$ cat src/design/rms_voice_activity_detector_core_assert.svh
// Assertion macros for the voice activity detector.
// Each macro takes a label, an antecedent and a consequent, sampled on clk
// and disabled while rst_n is low.
`ifndef RMS_VOICE_ACTIVITY_DETECTOR_CORE_ASSERT_SVH
`define RMS_VOICE_ACTIVITY_DETECTOR_CORE_ASSERT_SVH
`ifndef SYNTHESIS
`define RVAD_ASSERT_SAME(lbl, ante, cons) \
  lbl: assert property (@(posedge clk) disable iff (!rst_n) (ante) |-> (cons)) \
    else $error("rvad assertion failed");
`define RVAD_ASSERT_NEXT(lbl, ante, cons) \
  lbl: assert property (@(posedge clk) disable iff (!rst_n) (ante) |=> (cons)) \
    else $error("rvad assertion failed");
`else
`define RVAD_ASSERT_SAME(lbl, ante, cons)
`define RVAD_ASSERT_NEXT(lbl, ante, cons)
`endif
`endif

$ cat src/design/rvad_pkg.sv
package rvad_pkg;

  localparam int MaxFrameDefault = 1024;
  localparam int RootSteps       = 16;

  // register indexes on the configuration port
  localparam logic [1:0] RegStartThr  = 2'd0;
  localparam logic [1:0] RegStopThr   = 2'd1;
  localparam logic [1:0] RegTimeoutMs = 2'd2;

  localparam logic [15:0] StartThrReset  = 16'd500;
  localparam logic [15:0] StopThrReset   = 16'd300;
  localparam logic [15:0] TimeoutMsReset = 16'd800;

  typedef struct packed {
    logic signed [15:0] sample;
    logic               frame_end;
    logic [31:0]        time_ms;
  } in_t;

  typedef struct packed {
    logic        speech;
    logic [15:0] energy;
  } out_t;

  typedef struct packed {
    logic load;       // capture the accepted transfer
    logic square;     // register the sample square
    logic acc;        // add the square into the frame sum
    logic prep;       // load the divider and clear the frame
    logic div_step;   // one quotient bit
    logic root_init;  // load the root unit from the quotient
    logic root_step;  // one root bit
    logic decide;     // run the hysteresis and post the result
  } cmd_t;

  typedef struct packed {
    logic last;       // captured sample closes the frame
    logic out_free;   // result register can take a new result
  } sts_t;

endpackage

$ cat src/design/rvad_ctrl.sv
module rvad_ctrl #(
  parameter int SumW = 31 + $clog2(rvad_pkg::MaxFrameDefault)
) (
  input  logic          clk,
  input  logic          rst_n,
  input  logic          in_valid,
  output logic          in_ready,
  input  rvad_pkg::sts_t sts,
  output rvad_pkg::cmd_t cmd
);

  localparam int StepW = $clog2(SumW + 1);

  localparam logic [2:0] StIdle   = 3'd0;
  localparam logic [2:0] StSquare = 3'd1;
  localparam logic [2:0] StAcc    = 3'd2;
  localparam logic [2:0] StPrep   = 3'd3;
  localparam logic [2:0] StDiv    = 3'd4;
  localparam logic [2:0] StRinit  = 3'd5;
  localparam logic [2:0] StRoot   = 3'd6;
  localparam logic [2:0] StDecide = 3'd7;

  logic [2:0]       state_r, state_nxt;
  logic [StepW-1:0] step_r, step_nxt;

  assign in_ready = (state_r == StIdle);

  always_comb begin
    state_nxt = state_r;
    step_nxt  = step_r;
    cmd       = '0;
    unique case (state_r)
      StIdle: begin
        if (in_valid) begin
          cmd.load  = 1'b1;
          state_nxt = StSquare;
        end
      end
      StSquare: begin
        cmd.square = 1'b1;
        state_nxt  = StAcc;
      end
      StAcc: begin
        cmd.acc   = 1'b1;
        state_nxt = sts.last ? StPrep : StIdle;
      end
      StPrep: begin
        cmd.prep  = 1'b1;
        step_nxt  = '0;
        state_nxt = StDiv;
      end
      StDiv: begin
        cmd.div_step = 1'b1;
        step_nxt     = step_r + 1'b1;
        if (step_r == StepW'(SumW - 1)) begin
          state_nxt = StRinit;
        end
      end
      StRinit: begin
        cmd.root_init = 1'b1;
        step_nxt      = '0;
        state_nxt     = StRoot;
      end
      StRoot: begin
        cmd.root_step = 1'b1;
        step_nxt      = step_r + 1'b1;
        if (step_r == StepW'(rvad_pkg::RootSteps - 1)) begin
          state_nxt = StDecide;
        end
      end
      StDecide: begin
        // hold until the previous result has left
        if (sts.out_free) begin
          cmd.decide = 1'b1;
          state_nxt  = StIdle;
        end
      end
      default: state_nxt = StIdle;
    endcase
  end

  always_ff @(posedge clk) begin
    if (!rst_n) begin
      state_r <= StIdle;
    end else begin
      state_r <= state_nxt;
    end
  end

  always_ff @(posedge clk) begin
    step_r <= step_nxt;
  end

endmodule

$ cat src/design/rvad_dp.sv
module rvad_dp #(
  parameter int MaxFrame = rvad_pkg::MaxFrameDefault,
  parameter int SumW     = 31 + $clog2(MaxFrame)
) (
  input  logic           clk,
  input  logic           rst_n,
  input  rvad_pkg::cmd_t cmd,
  output rvad_pkg::sts_t sts,
  input  rvad_pkg::in_t  in_data,
  input  logic           cfg_wr_en,
  input  logic [1:0]     cfg_index,
  input  logic [15:0]    cfg_data,
  input  logic           out_ready,
  output logic           out_valid,
  output rvad_pkg::out_t out_data
);

  localparam int CntW = $clog2(MaxFrame + 1);

  logic [15:0] start_thr_r, stop_thr_r, timeout_r;

  logic signed [15:0] smp_r;
  logic               last_r;
  logic [31:0]        time_r;
  logic [30:0]        sq_r;
  logic signed [31:0] prod;

  logic [SumW-1:0] sum_r;
  logic [CntW-1:0] cnt_r;

  logic [CntW-1:0] div_r;
  logic [SumW-1:0] quo_r;
  logic [CntW-1:0] rem_r;
  logic [CntW:0]   rem_sh;
  logic            rem_ge;

  logic [31:0] rad_r;
  logic [15:0] root_r;
  logic [17:0] srem_r;
  logic [17:0] srem_sh;
  logic [17:0] trial;
  logic        srem_ge;

  logic        in_speech_r, in_speech_nxt;
  logic [31:0] sil_r, sil_nxt;
  logic        speech_nxt;
  logic [31:0] quiet_ms;

  logic        out_valid_r;
  rvad_pkg::out_t out_r;

  assign prod = 32'(smp_r) * 32'(smp_r);

  // restoring divide, one quotient bit a cycle
  assign rem_sh = {rem_r, quo_r[SumW-1]};
  assign rem_ge = (rem_sh >= {1'b0, div_r});

  // digit-by-digit root, one bit a cycle
  assign srem_sh = {srem_r[15:0], rad_r[31:30]};
  assign trial   = {root_r, 2'b01};
  assign srem_ge = (srem_sh >= trial);

  assign quiet_ms = time_r - sil_r;

  always_comb begin
    in_speech_nxt = in_speech_r;
    sil_nxt       = sil_r;
    speech_nxt    = 1'b1;
    if (!in_speech_r) begin
      if (root_r >= start_thr_r) begin
        in_speech_nxt = 1'b1;
        sil_nxt       = '0;
      end else begin
        speech_nxt = 1'b0;
      end
    end else if (root_r < stop_thr_r) begin
      // zero marks an unstarted silence timer
      if (sil_r == '0) begin
        sil_nxt = time_r;
      end else if (quiet_ms >= {16'd0, timeout_r}) begin
        in_speech_nxt = 1'b0;
        sil_nxt       = '0;
        speech_nxt    = 1'b0;
      end
    end else begin
      sil_nxt = '0;
    end
  end

  assign sts.last     = last_r;
  assign sts.out_free = !out_valid_r || out_ready;
  assign out_valid    = out_valid_r;
  assign out_data     = out_r;

  always_ff @(posedge clk) begin
    if (!rst_n) begin
      start_thr_r <= rvad_pkg::StartThrReset;
      stop_thr_r  <= rvad_pkg::StopThrReset;
      timeout_r   <= rvad_pkg::TimeoutMsReset;
      sum_r       <= '0;
      cnt_r       <= '0;
      in_speech_r <= 1'b0;
      sil_r       <= '0;
      out_valid_r <= 1'b0;
    end else begin
      if (cfg_wr_en) begin
        unique case (cfg_index)
          rvad_pkg::RegStartThr:  start_thr_r <= cfg_data;
          rvad_pkg::RegStopThr:   stop_thr_r  <= cfg_data;
          rvad_pkg::RegTimeoutMs: timeout_r   <= cfg_data;
          default: ;
        endcase
      end
      if (cmd.acc && (cnt_r < CntW'(MaxFrame))) begin
        sum_r <= sum_r + SumW'(sq_r);
        cnt_r <= cnt_r + 1'b1;
      end
      if (cmd.prep) begin
        sum_r <= '0;
        cnt_r <= '0;
      end
      if (cmd.decide) begin
        in_speech_r <= in_speech_nxt;
        sil_r       <= sil_nxt;
        out_valid_r <= 1'b1;
      end else if (out_ready) begin
        out_valid_r <= 1'b0;
      end
    end
  end

  always_ff @(posedge clk) begin
    if (cmd.load) begin
      smp_r  <= in_data.sample;
      last_r <= in_data.frame_end;
      time_r <= in_data.time_ms;
    end
    if (cmd.square) begin
      sq_r <= prod[30:0];
    end
    if (cmd.prep) begin
      div_r <= cnt_r;
      quo_r <= sum_r;
      rem_r <= '0;
    end
    if (cmd.div_step) begin
      quo_r <= {quo_r[SumW-2:0], rem_ge};
      rem_r <= rem_ge ? CntW'(rem_sh - {1'b0, div_r}) : rem_sh[CntW-1:0];
    end
    if (cmd.root_init) begin
      // the mean square never exceeds 2^30
      rad_r  <= 32'(quo_r);
      root_r <= '0;
      srem_r <= '0;
    end
    if (cmd.root_step) begin
      rad_r  <= {rad_r[29:0], 2'b00};
      root_r <= {root_r[14:0], srem_ge};
      srem_r <= srem_ge ? (srem_sh - trial) : srem_sh;
    end
    if (cmd.decide) begin
      out_r.speech <= speech_nxt;
      out_r.energy <= root_r;
    end
  end

endmodule

$ cat src/design/rms_voice_activity_detector_core.sv
// RMS voice activity detector. Each input transfer carries one signed 16-bit
// sample, a frame_end flag and a millisecond timestamp. Squares are summed over
// the frame; up to MAX_FRAME samples count, and later samples of an overlong
// frame (including its frame_end sample) add nothing. On the frame_end sample
// the block divides the sum by the sample count, takes the floor square root,
// and runs a speech/silence hysteresis: speech starts at energy >= start
// threshold; during speech, energy below the stop threshold stamps a silence
// timer from time_ms (a stamp of zero means the timer is not running), and
// speech ends once time_ms minus the stamp reaches the timeout. One result
// transfer (speech flag, energy) leaves per frame. A sample that does not end a
// frame passes through capture, square and accumulate; a frame_end sample also
// goes through prepare, divide, root init, root and decide. The frame sum is
// SUM_W = 31 + clog2(MAX_FRAME) bits wide; the divider produces one quotient
// bit per cycle and the root unit one root bit per cycle. The decide step
// waits while a previous result is held in the output register. Configuration
// writes take effect on the next clock and must come only while the block is idle.
`include "rms_voice_activity_detector_core_assert.svh"

module rms_voice_activity_detector_core #(
  parameter int MAX_FRAME = rvad_pkg::MaxFrameDefault
) (
  input  logic           clk,
  input  logic           rst_n,
  input  logic           in_valid,
  output logic           in_ready,
  input  rvad_pkg::in_t  in_data,
  output logic           out_valid,
  input  logic           out_ready,
  output rvad_pkg::out_t out_data,
  input  logic           cfg_wr_en,
  input  logic [1:0]     cfg_index,
  input  logic [15:0]    cfg_data
);

  // sum of squares: each square is at most 2^30
  localparam int SumW = 31 + $clog2(MAX_FRAME);

  rvad_pkg::cmd_t cmd;
  rvad_pkg::sts_t sts;

  // sequence capture, accumulate, divide, root and decide
  rvad_ctrl #(
    .SumW(SumW)
  ) u_ctrl (
    .clk     (clk),
    .rst_n   (rst_n),
    .in_valid(in_valid),
    .in_ready(in_ready),
    .sts     (sts),
    .cmd     (cmd)
  );

  // hold the frame sums, the iterative units, the hysteresis state
  // and the result register
  rvad_dp #(
    .MaxFrame(MAX_FRAME),
    .SumW    (SumW)
  ) u_dp (
    .clk      (clk),
    .rst_n    (rst_n),
    .cmd      (cmd),
    .sts      (sts),
    .in_data  (in_data),
    .cfg_wr_en(cfg_wr_en),
    .cfg_index(cfg_index),
    .cfg_data (cfg_data),
    .out_ready(out_ready),
    .out_valid(out_valid),
    .out_data (out_data)
  );

  // a new result appears only after the block stopped taking samples
  `RVAD_ASSERT_SAME(a_result_while_busy, $rose(out_valid), !$past(in_ready))
  // an accepted transfer always keeps the block busy for the next cycle
  `RVAD_ASSERT_NEXT(a_busy_after_accept, in_valid && in_ready, !in_ready)
  // the root of the mean square of 16-bit samples never exceeds 32768
  `RVAD_ASSERT_SAME(a_energy_range, out_valid, out_data.energy <= 16'd32768)

endmodule

$ cat config.mk
export PLATFORM = sky130hd
export DESIGN_NAME = rms_voice_activity_detector_core
export DESIGN_NICKNAME = d
export VERILOG_FILES = /design/src/design/rvad_pkg.sv /design/src/design/rvad_ctrl.sv /design/src/design/rvad_dp.sv /design/src/design/rms_voice_activity_detector_core.sv
export VERILOG_INCLUDE_DIRS = /design/src /design/src/design
export SDC_FILE = /design/constraint.sdc
export NUM_CORES = 1
export LEC_CHECK = 0
export ABC_CLOCK_PERIOD_IN_PS = 9250
export BUFFER_PORTS_ARGS = -buffer_cell sky130_fd_sc_hd__buf_2
export CAP_MARGIN = 25
export CORE_AREA = 2 2 258 260
export CTS_CLUSTER_SIZE = 10
export DETAILED_ROUTE_END_ITERATION = 6
export DIE_AREA = 0 0 260 262
export MAX_ROUTING_LAYER = met4
export PLACE_DENSITY = 0.71
export SLEW_MARGIN = 5
export SYNTH_ARGS = -nofsm -noshare
export SYNTH_HDL_FRONTEND = slang
export SYNTH_SLANG_ARGS = --single-unit
export TNS_END_PERCENT = 1
$ cat constraint.sdc
create_clock -name clk -period 9.25 [get_ports clk]
set_clock_uncertainty 0.15 [all_clocks]
set_input_delay 1.85 -clock clk [delete_from_list [all_inputs] [get_ports clk]]
set_output_delay 1.85 -clock clk [all_outputs]
set_load 0.01 [all_outputs]
# Yosys cells after proc, flatten, opt, wreduce, memory -nomap -nowiden
# Index checks and enable logic that the tools add are counted.
# W data, S select, Z words.
[totals]
output_inout_bits = 19
elab_cells = 113
latchBits = 0
reg_bits = 367
rom_bits = 0
ramBits = 0
memories = 0
[op_classes]
n_eq_ne = 16
n_shift = 0
magnitude_cmp = 6
reduce_logical = 19
bitwise = 1
n_div = 0
addsub = 6
multipliers = 1
muxes = 41
[ops]
columns = ["cell", "n"]
rows = [
  ["$mux W32", 7],
  ["$mux W41", 2],
  ["$mux W16", 5],
  ["$add A41 B31 Y41", 1],
  ["$mux W11", 3],
  ["$ge A32 B16 Y1", 1],
  ["$logic_not A32 Y1", 1],
  ["$sub A32 B32 Y32", 1],
  ["$mul A16 B16 Y31", 1],
  ["$pmux W3 S8", 1],
  ["$ge A18 B18 Y1", 1],
  ["$mux W1", 17],
  ["$ge A16 B16 Y1", 1],
  ["$lt A16 B16 Y1", 1],
  ["$sub A16 B16 Y16", 1],
  ["$eq A3 B3 Y1 const B", 4],
  ["$ge A12 B11 Y1", 1],
  ["$mux W3", 4],
  ["$pmux W6 S2", 1],
  ["$add A11 B1 Y11 const B", 1],
  ["$lt A11 B11 Y1 const B", 1],
  ["$sub A11 B11 Y11", 1],
  ["$reduce_bool A2 Y1", 5],
  ["$add A6 B1 Y6 const B", 1],
  ["other kinds (20)", 27],
]

# Longest topological paths before layout
[depth]
ltp_word = 6
mapped_depth = 25

# Cells and area by module
# Synthesis repeated with hierarchy kept, for this count alone.
[unflattened]
hier_cells = 2917
area_unflattened_um2 = 28477.3
[by_module_without_submodules]
columns = ["module", "cells_per_inst", "n_inst", "area_each_um2", "seq_area_each_um2"]
rows = [
  ["rvad_dp", 2856, 1, 27894.3, 9359.0],
  ["rvad_ctrl", 61, 1, 583.1, 240.2],
]

# Least setup slack after synthesis
# No wires, ideal clock.
[synth_timing]
path_type = "reg2reg"
start = "register u_dp.smp_r[15]"
end = "register u_dp.sq_r[30] (data pin)"
path_buffers = 1
setup_ps = 270
path_stages_with_launch = 22
t_arrival_ps = 6479
slack_ps = 2352
synth_period_minus_slack_ps = 6898
t_required_ps = 8830
cell_sequence = "edfxtp_1 inv_1 clkbuf_1 nor2_1 fa_1 inv_1 fa_1 fa_1 fa_1 fa_1 fa_1 inv_1 ha_1 a21o_1 a21o_1 a21oi_1 o21ai_0 and2_1 a2111oi_1 o21ai_0 a2111oi_0 nor3b_1"
[synth_between]
elab_chain_len = 1
[synth_rtl]
columns = ["element", "line_no", "rtl"]
rows = [
  ["start: declaration", "rvad_dp.sv:22", "logic signed [15:0] smp_r;"],
  ["start signal: assignment", "rvad_dp.sv:134", "smp_r <= in_data.sample;"],
  ["$mul A16 B16 Y31", "rvad_dp.sv:52", "assign prod = 32'(smp_r) * 32'(smp_r);"],
  ["net u_dp.prod[30]", "rvad_dp.sv:26", "logic signed [31:0] prod;"],
  ["end signal: assignment", "rvad_dp.sv:139", "sq_r <= prod[30:0];"],
  ["end: declaration", "rvad_dp.sv:25", "logic [30:0] sq_r;"],
]
# The timed path passes the listed nets, and every way through them passes these cells.
# A chain may end at the register's enable or synchronous reset.

# Final worst setup path
# Same ends and word-level chain as after synthesis.

==> out/summary.txt <==
Post-DP HPWL -> 47,600 um
# DRC -> 0
Fin Setup TNS -> 0 ns
R2R depth -> 20
Die ar. -> 68,100 um^2
Core area -> 65,300 um^2
R2R Path End -> u_dp.sq_r[30]
Type of destination of the critical path -> flip-flop
Post-layout util -> 48.9%
Proportion of netlist area held by the largest area contributor -> 23.4%
Worst-case headroom to the max-slew limit -> 33.4%
WL per Instance -> 15.6 um
Post-synth EDFFs -> 227
Initial Utilization -> 44.7%
Storage element area -> 9600 um^2
Fmax -> 132 MHz
Post-synth top area cell -> edfxtp_1
First-pass GRT wire length -> 104,000 um
Setup ws final -> 1.66 ns
Worst reg2reg path startpoint -> u_dp.smp_r[15]
Primary FF master, synth -> edfxtp_1
Ys Warns -> 0
Gpl congestion -> 0.916
CTS tree -> built
Vias per cell -> 5.32
Multi-input combinational cell area -> 17,400 um^2
Clock Latency Late Sink -> 0.58 ns
Worst EP arrival -> 7.75 ns
Reg clk slew, reported paths -> 0.05 ns
Setup bufs post-CTS -> 0
Worst hold path depth -> 2
Final setup fails -> 0
Setup slack at placement -> 1.68 ns
Htree depth -> 2
Max Slew Vio Count -> 0
Cell Area, Synth -> 29,200 um^2
Fill count -> 6,037
Min Clock Period, post-route -> 7.59 ns
Global route total overflow -> 0
CTS Hold Bufs -> 0
ANT nets after route -> 0
Type of origin of the critical path -> flip-flop
Hold crit path type -> flip-flop to flip-flop
R2R setup slack -> 1.66 ns
Number of I/O port buffers -> 90
Die height -> 262 um
Mapped Nets -> 3,641
Actual slew at the worst max-slew pin -> 0.995 ns
Synth unique cells -> 81
Site Rows -> 94
Quantity of gates resized following cts -> 0
Maximum buffer depth of the clock tree -> 3
Vias -> 21,500
Maximum capacitance violations -> 0
Sink Count -> 366
IO Pins -> 91
Crit Path Max Fanout -> 19
Outcome -> finished clean
FFs w/ async S/R, synth -> 0%
Antenna violations before repair -> 0
Critical path launch point -> u_dp.smp_r[15]
DRT Pass-1 Iters -> 5
Worst Path Class, Setup -> flip-flop to flip-flop
Synthesis-to-finish area growth -> 9.34%
Share of layout cells above drive strength 1 -> 7.60%
Register area share after synthesis -> 32.9%
Most area-consuming cells after synthesis -> edfxtp_1 (23%), fa_1 (16%), ha_1 (9.7%)
GRT Total Usage -> 19.3%
Crit path capture -> u_dp.sq_r[30]
Nets -> 3,685
Synth Area per Inst -> 9.39 um^2
Die width -> 260 um
Pin count of the biggest net entering global routing -> 82
DRT Wirelength -> 63,000 um
Final Cycle Share -> 82.1%
Clock Root Buffer -> clkbuf_16
Unrepaired setup endpoints after global routing -> no
Hold Vio Cnt, Final -> 0
Detailed Route Iter0 Violations -> 1,413
Vias in the first global route -> 20,700
Diode count -> 0
Synth Instances -> 3,107
Critical Path RT -> 9.41 ns
Yosys reg bits -> 366
TritonCTS Buffers -> 45
==> kinds of logic after synthesis <==
kind of cell / Yosys count / synth area share (%)
AND/OR/NAND/NOR: 968 / 15.7
buffers and inverters: 602 / 7.84
AO/OA/AOI/OAI: 578 / 13.7
adder cells (fa/ha/maj): 462 / 25.9
flip-flops: 366 / 32.9
XOR/XNOR: 104 / 3.12
multiplexers: 27 / 0.935
==> area by class of cell <==
| type | instances | area share, % |
|---|---|---|
| sequential | 366 | 30.1 |
| timing repair buffer | 115 | 2.06 |
| multi-input combinational | 2139 | 54.5 |
| clock inverter | 4 | 0.110 |
| clock buffer | 76 | 4.19 |
| inverter | 484 | 5.70 |
| tap | 864 | 3.39 |
==> how the worst min path moves through the flow <==
stage                     slack (ns)                 start                   end
after floorplan                 0.28        u_dp.root_r[0]      u_dp.out_data[0]
after global placement          0.29    u_dp.stop_thr_r[0]    u_dp.stop_thr_r[0]
after detailed placement        0.30    u_dp.stop_thr_r[0]    u_dp.stop_thr_r[0]
after CTS                       0.30    u_dp.stop_thr_r[7]    u_dp.stop_thr_r[7]
after global routing            0.32  u_dp.start_thr_r[12]  u_dp.start_thr_r[12]
final                           0.30    u_dp.stop_thr_r[6]    u_dp.stop_thr_r[6]
==> state kept, by name, summed over array words and instances, names as in the netlist <==
register          flops
u_ctrl.state_r        3
u_ctrl.step_r         6
u_dp.cnt_r           11
u_dp.div_r           11
u_dp.in_speech_r      1
u_dp.last_r           1
u_dp.out_data        17
u_dp.out_valid        1
u_dp.quo_r           41
u_dp.rad_r           32
u_dp.rem_r           11
u_dp.root_r          16
u_dp.sil_r           32
u_dp.smp_r           16
u_dp.sq_r            30
u_dp.srem_r          16
u_dp.start_thr_r     16
u_dp.stop_thr_r      16
u_dp.sum_r           41
u_dp.time_r          32
u_dp.timeout_r       16
==> cell usage in the layout (no fill, tap or decap), drive strengths merged, types with 83 or more instances in the layout <==
cell type,count
edfxtp,227
dfxtp,139
ha,227
buf,115
nand2,445
and2,86
nand3,83
o21ai,97
inv,485
fa,235
a21oi,175
nor2,132
==> worst max-delay path, cell delays in order, from the launching register on <==
cell and delay (ns):
edfxtp_1 0.73, inv_1 0.41, nor2_1 0.34, fa_1 0.57
inv_1 0.19, fa_1 0.46, fa_1 0.53, fa_1 0.44
fa_1 0.52, fa_1 0.54, inv_1 0.04, ha_1 0.36
a21o_1 0.22, a21o_1 0.17, a21oi_1 0.23, o21ai_0 0.11
and2_1 0.18, a2111oi_1 0.43, o21ai_0 0.22, a2111oi_0 0.41
nor3b_1 0.08
==> through the flow <==
stage	cells	hold slack (ns)	cell area, um^2
5_1_grt	4048	0.323	31900
3_3_place_gp	3965	0.292	30500
6_report	4048	0.304	31900
3_5_place_dp	3966	0.297	30500
2_1_floorplan	3107	0.276	29200
4_1_cts	4046	0.305	31900
==> cells in the mapped netlist (16+ instances only) <==
cell type / n
a22o_1: 30
and2_1: 86
nor3_1: 31
nor2_1: 132
fa_1: 235
o21ai_0: 93
o21a_1: 21
xor2_1: 35
a211oi_1: 22
a21oi_1: 175
nand2_1: 445
nor2b_1: 21
edfxtp_1: 227
or3_1: 18
dfxtp_1: 139
clkbuf_1: 104
nand3_1: 83
inv_1: 484
nand4_1: 63
o211ai_1: 35
nand2b_1: 16
xnor2_1: 69
mux2i_1: 25
ha_1: 227
o211ai_2: 30
a21o_1: 51
==> routing by layer <==
layer,GRT usage (%),up-vias,share of wire [%]
met1,25.6,10400,46
met2,31.3,437,47
li1,-,10600,-
met3,2.10,93,4.5
met4,5.28,0,2.1
met5,-,-,0
Power is not shown: default switching activity piles up to over one toggle a cycle in this logic, so the estimate is an artifact.
